[src/hw/rtl/bfdh_pkg.sv]
package bfdh_pkg;

  localparam int unsigned BitCountW  = 17;
  localparam int unsigned HashCountW = 5;
  localparam int unsigned HashW      = 64;
  localparam int unsigned CfgIdxW    = 2;

  localparam logic [HashW-1:0] FnvBasis   = 64'hCBF29CE484222325;
  localparam logic [8:0]       FnvPrimeLo = 9'h1B3;
  localparam int unsigned      FnvShift   = 40;
  localparam logic [HashW-1:0] DjbStart   = 64'd5381;

  localparam logic [CfgIdxW-1:0] RegBitCount  = 2'd0;
  localparam logic [CfgIdxW-1:0] RegHashCount = 2'd1;

  localparam logic KindAdd   = 1'b0;
  localparam logic KindQuery = 1'b1;

  typedef struct packed {
    logic                 start;
    logic [HashW-1:0]     dividend;
    logic [BitCountW-1:0] divisor;
  } rem_req_t;

  typedef struct packed {
    logic                 done;
    logic [BitCountW-1:0] rem;
  } rem_rsp_t;

endpackage

[src/hw/rtl/bfdh_rem.sv]
module bfdh_rem
  import bfdh_pkg::*;
(
  input  logic     clk_i,
  input  logic     rst_ni,
  input  rem_req_t req_i,
  output rem_rsp_t rsp_o
);

  localparam int unsigned CntW = $clog2(HashW + 1);

  logic [HashW-1:0]     num_q, num_d;
  logic [BitCountW-1:0] div_q, div_d;
  logic [BitCountW-1:0] rem_q, rem_d;
  logic [CntW-1:0]      cnt_q, cnt_d;
  logic                 done_q, done_d;
  logic [BitCountW:0]   trial;

  // one restoring step per cycle, msb first
  always_comb begin
    num_d  = num_q;
    div_d  = div_q;
    rem_d  = rem_q;
    cnt_d  = cnt_q;
    done_d = 1'b0;
    trial  = {rem_q, num_q[HashW-1]};
    if (req_i.start) begin
      num_d = req_i.dividend;
      div_d = req_i.divisor;
      rem_d = '0;
      cnt_d = CntW'(HashW);
    end else if (cnt_q != '0) begin
      if (trial >= {1'b0, div_q}) begin
        rem_d = BitCountW'(trial - {1'b0, div_q});
      end else begin
        rem_d = trial[BitCountW-1:0];
      end
      num_d = {num_q[HashW-2:0], 1'b0};
      cnt_d = cnt_q - 1'b1;
      if (cnt_q == CntW'(1)) begin
        done_d = 1'b1;
      end
    end
  end

  always_ff @(posedge clk_i or negedge rst_ni) begin
    if (!rst_ni) begin
      cnt_q  <= '0;
      done_q <= 1'b0;
    end else begin
      cnt_q  <= cnt_d;
      done_q <= done_d;
    end
  end

  always_ff @(posedge clk_i) begin
    num_q <= num_d;
    div_q <= div_d;
    rem_q <= rem_d;
  end

  assign rsp_o.done = done_q;
  assign rsp_o.rem  = rem_q;

endmodule

[config.mk]
export PLATFORM = sky130hd
export DESIGN_NAME = bfdh_rem
export DESIGN_NICKNAME = d
export VERILOG_FILES = /design/src/hw/rtl/bfdh_pkg.sv /design/src/hw/rtl/bfdh_rem.sv
export SDC_FILE = /design/constraint.sdc
export NUM_CORES = 1
export LEC_CHECK = 0
export ABC_AREA = 0
export BUFFER_PORTS_ARGS = -buffer_cell sky130_fd_sc_hd__buf_2
export CAP_MARGIN = 20
export CORE_MARGIN = 2
export CORE_UTILIZATION = 55
export DETAILED_ROUTE_END_ITERATION = 10
export GPL_TIMING_DRIVEN = 1
export PLACE_DENSITY_LB_ADDON = 0.15
export SLEW_MARGIN = 20
export SYNTH_ARGS = -nofsm -noshare
export SYNTH_HDL_FRONTEND = slang
export SYNTH_SLANG_ARGS = --single-unit
[constraint.sdc]
create_clock -name clk_i -period 3.7 [get_ports clk_i]
set_input_delay 0.37 -clock clk_i [delete_from_list [all_inputs] [get_ports clk_i]]
set_output_delay 0.37 -clock clk_i [all_outputs]
set_load 0.01 [all_outputs]
==> summary.md <==
| Metric | Value |
|---|---|
| Pwr Density | `636.7 nW/um2` |
| Clock Skew | `0.01280 ns` |
| Status | `completed` |
| TritonCTS buffer count | `9` |
| Final HPWL DP | `7.400 mm` |
| Min Tclk post-route | `2.715 ns` |
| Most common cell after layout, fill and taps aside | `buf_2` |
| # fillers | `719` |
| Crit Reg-Reg Endpoint | `rem_q[11]` |
| Die ar. | `10340 um2` |
| Comb pwr share | `35.6%` |
| Most used flip-flop cell after synthesis | `edfxtp_1` |
| Worst slew pin tran | `0.7599 ns` |
| Avg Cell Area, Syn | `12.44 um2` |
| Clock power frac | `19.3%` |
| Leak | `2.538 nW` |
| CP endpoint | `rem_q[11]` |
| Clk pin slew, worst setup/hold paths | `0.11 ns` |
| GRT overflow | `0` |
| RR Startpoint | `num_q[63]` |
| Inserted Diodes | `0` |
| Commonest cells after routing, fill and taps aside | `100 x buf_2, 81 x edfxtp_1, 63 x mux2_2` |
| Worst Path Required | `4.00 ns` |
| Max Clk Rate | `368.3 MHz` |
| Setup TNS | `0 ns` |
| Syn Inst Count | `422` |
| Die width | `101.7 um` |
| Final Hold Viols | `0` |
| Max_cap viols | `0` |
| Arrival @ worst endpoint | `3.02 ns` |
| DRT iter0 DRCs | `149` |
| Post_cts resized | `0` |
| # rows | `35` |
| CTS tree | `done` |
| Max VDD drop | `0.3422 mV` |
| HP Class | `in -> reg` |
| CTS sink cnt | `106` |
| Syn nets | `526` |
| Sequential area share after synthesis | `56.63%` |
| Core area | `9240 um2` |
| Initial antenna violation count | `0` |
| Yosys warns | `0` |
| Nets | `626` |
| Worst Path Max Fanout | `24` |
| Setup crit start kind | `flop` |
| Top-area cell type share of the netlist area | `46.33%` |
| Internal Power | `2.514 mW` |
| DIE HEIGHT | `101.7 um` |
| Synth async-reset ratio | `7.547%` |
| CP endpoint kind | `flop` |
| Finish-stage setup viols | `0` |
| Sw frac | `35.34%` |
| Synth top area cells | `edfxtp_1 46%, mux2_2 14%, dfxtp_1 6.5%` |
| Pins over their slew limit | `0` |
| 1st-pass router iterations | `4` |
| Rel. slew slack | `49.07%` |
| Number of global-route vias before repair | `3620` |
| Post-CTS Setup Bufs | `0` |
| Tcrit/Tclk final | `73.38%` |
| Area leader, netlist | `edfxtp_1` |
| Reg power frac | `45.0%` |
| Synth unique cells | `45` |
| Post-route ant nets | `0` |
| CP startpoint | `num_q[63]` |
| Detailed-route wire length | `10.37 mm` |
| DR WL/cell | `15.81 um` |
| RePlAce Congestion | `0.9012` |
| Worst R2R Setup Slack | `0.98 ns` |
| Number of I/O pins | `102` |
| Deepest clock path buffer count | `2` |
| Clock Latency Late Sink | `0.38 ns` |
| IO buf count | `101` |
| Initial core utilization | `56.82%` |
| RSZ-0062 raised after global routing | `false` |
| CTS H-tree depth | `3` |
| Post-Syn Area | `5250 um2` |
| Design Power | `3.888 mW` |
| DR DRC count | `0` |
| Cells on worst reg2reg path | `11` |
| Critical path class | `reg -> reg` |
| First-pass GRT wire length | `16.68 mm` |
| # hold bufs at CTS | `1` |
| Area Growth Syn to Fin | `16.30%` |
| Root buf cell | `clkbuf_8` |
| Sw power | `1.374 mW` |
| Vias | `3613` |
| Min-Delay Path Depth | `1` |
| Share of cells above drive strength 1 | `35.67%` |
| Number of flops mapped to enable cells by yosys | `81` |
| Largest net degree at the start of global routing | `60` |
| DR vias/cell | `5.508` |
| GR Util All Layers | `21.06%` |
| Synth Register Bits | `106` |
-- sequential cells by signal (all words and copies together), names as in the netlist --
| signal | flops |
|---|---|
| num_q | 64 |
| div_q | 17 |
| cnt_q | 7 |
| rem_q | 17 |
| done_q | 1 |
-- cell type report --
class	instances	area, um2	area share, %
flip-flops and latches	106	2973	48.69
multi-input cells	275	2103	34.45
repair buffers	105	565.5	9.262
well taps	129	161.4	2.643
clock buffers	9	123.9	2.029
inverters	25	93.84	1.537
clock inverters	7	85.08	1.393
-- Yosys cell counts, types with 2 or more instances --
cell	count
a211o_1	2
a211oi_1	12
a21o_1	2
a21oi_1	21
a22oi_1	4
a31oi_1	4
and2_1	2
buf_6	2
clkbuf_1	12
dfrtp_1	8
dfxtp_1	17
edfxtp_1	81
ha_1	19
inv_1	25
mux2_2	63
mux2i_1	5
nand2_1	29
nand2b_1	4
nand3_1	4
nand3b_1	2
nand4_1	3
nor2_1	25
nor2b_1	2
nor3_1	2
nor4_1	2
o211ai_1	6
o21a_1	2
o21ai_0	32
xnor2_1	5
xor2_1	10
-- power by group through the flow --
stage                     clock, mW  sequential (mW)  combinational (mW)
after global routing          0.806             1.78                1.55
after floorplan                   0             1.76                1.05
after detailed placement          0             1.78                1.38
final                         0.751             1.75                1.39
after global placement            0             1.77                1.35
after CTS                     0.768             1.75                1.38
-- cell families after synthesis --
logic type	count (synthesis)	share of synthesized area, %
AND/OR/NAND/NOR	80	7.054
flip-flops	106	56.63
XOR/XNOR	15	2.502
AO/OA/AOI/OAI	92	11.13
adder cells (fa/ha/maj)	20	4.909
multiplexers	68	14.47
buffers and inverters	41	3.313
-- critical path, cell delays in order (launching register included) --
cell and delay, ns:
edfxtp_1 0.39, inv_1 0.07, ha_1 0.15, inv_1 0.05, fa_1 0.42, a211oi_1 0.37, o211ai_2 0.18, a21oi_4 0.20
o21ai_4 0.20, nor2_1 0.30, a22oi_1 0.13, o21ai_0 0.17
-- worst min-delay path by stage --
stage / from / endpoint / slack, ns
3_5_place_dp: rst_ni / done_q / 0.23
4_1_cts: req_i[10] / div_q[10] / 0.14
6_report: req_i[10] / div_q[10] / 0.15
2_1_floorplan: rst_ni / cnt_q[0] / 0.07
3_3_place_gp: rst_ni / cnt_q[4] / 0.22
5_1_grt: req_i[16] / div_q[16] / 0.13
-- stage by stage --
step	worst slack (ns)	area, um2	hold WS (ns)	instances	utilization (%)
2_1_floorplan	1.010	5250	0.07441	422	-
3_3_place_gp	1.150	5887	0.2243	639	63.71
3_5_place_dp	1.036	5887	0.2334	639	63.71
4_1_cts	1.010	6106	0.1386	656	66.08
5_1_grt	0.7390	6106	0.1315	656	66.08
6_report	0.9850	6106	0.1549	656	66.08
-- per-layer routing --
metal  GRT usage [%]  routed length [um]
met3           7.798                 685
met5               0                   0
met1           24.52                4382
met2           35.83                5123
met4           7.277                 182
No activity file was read; power rests on OpenSTA's default activity.
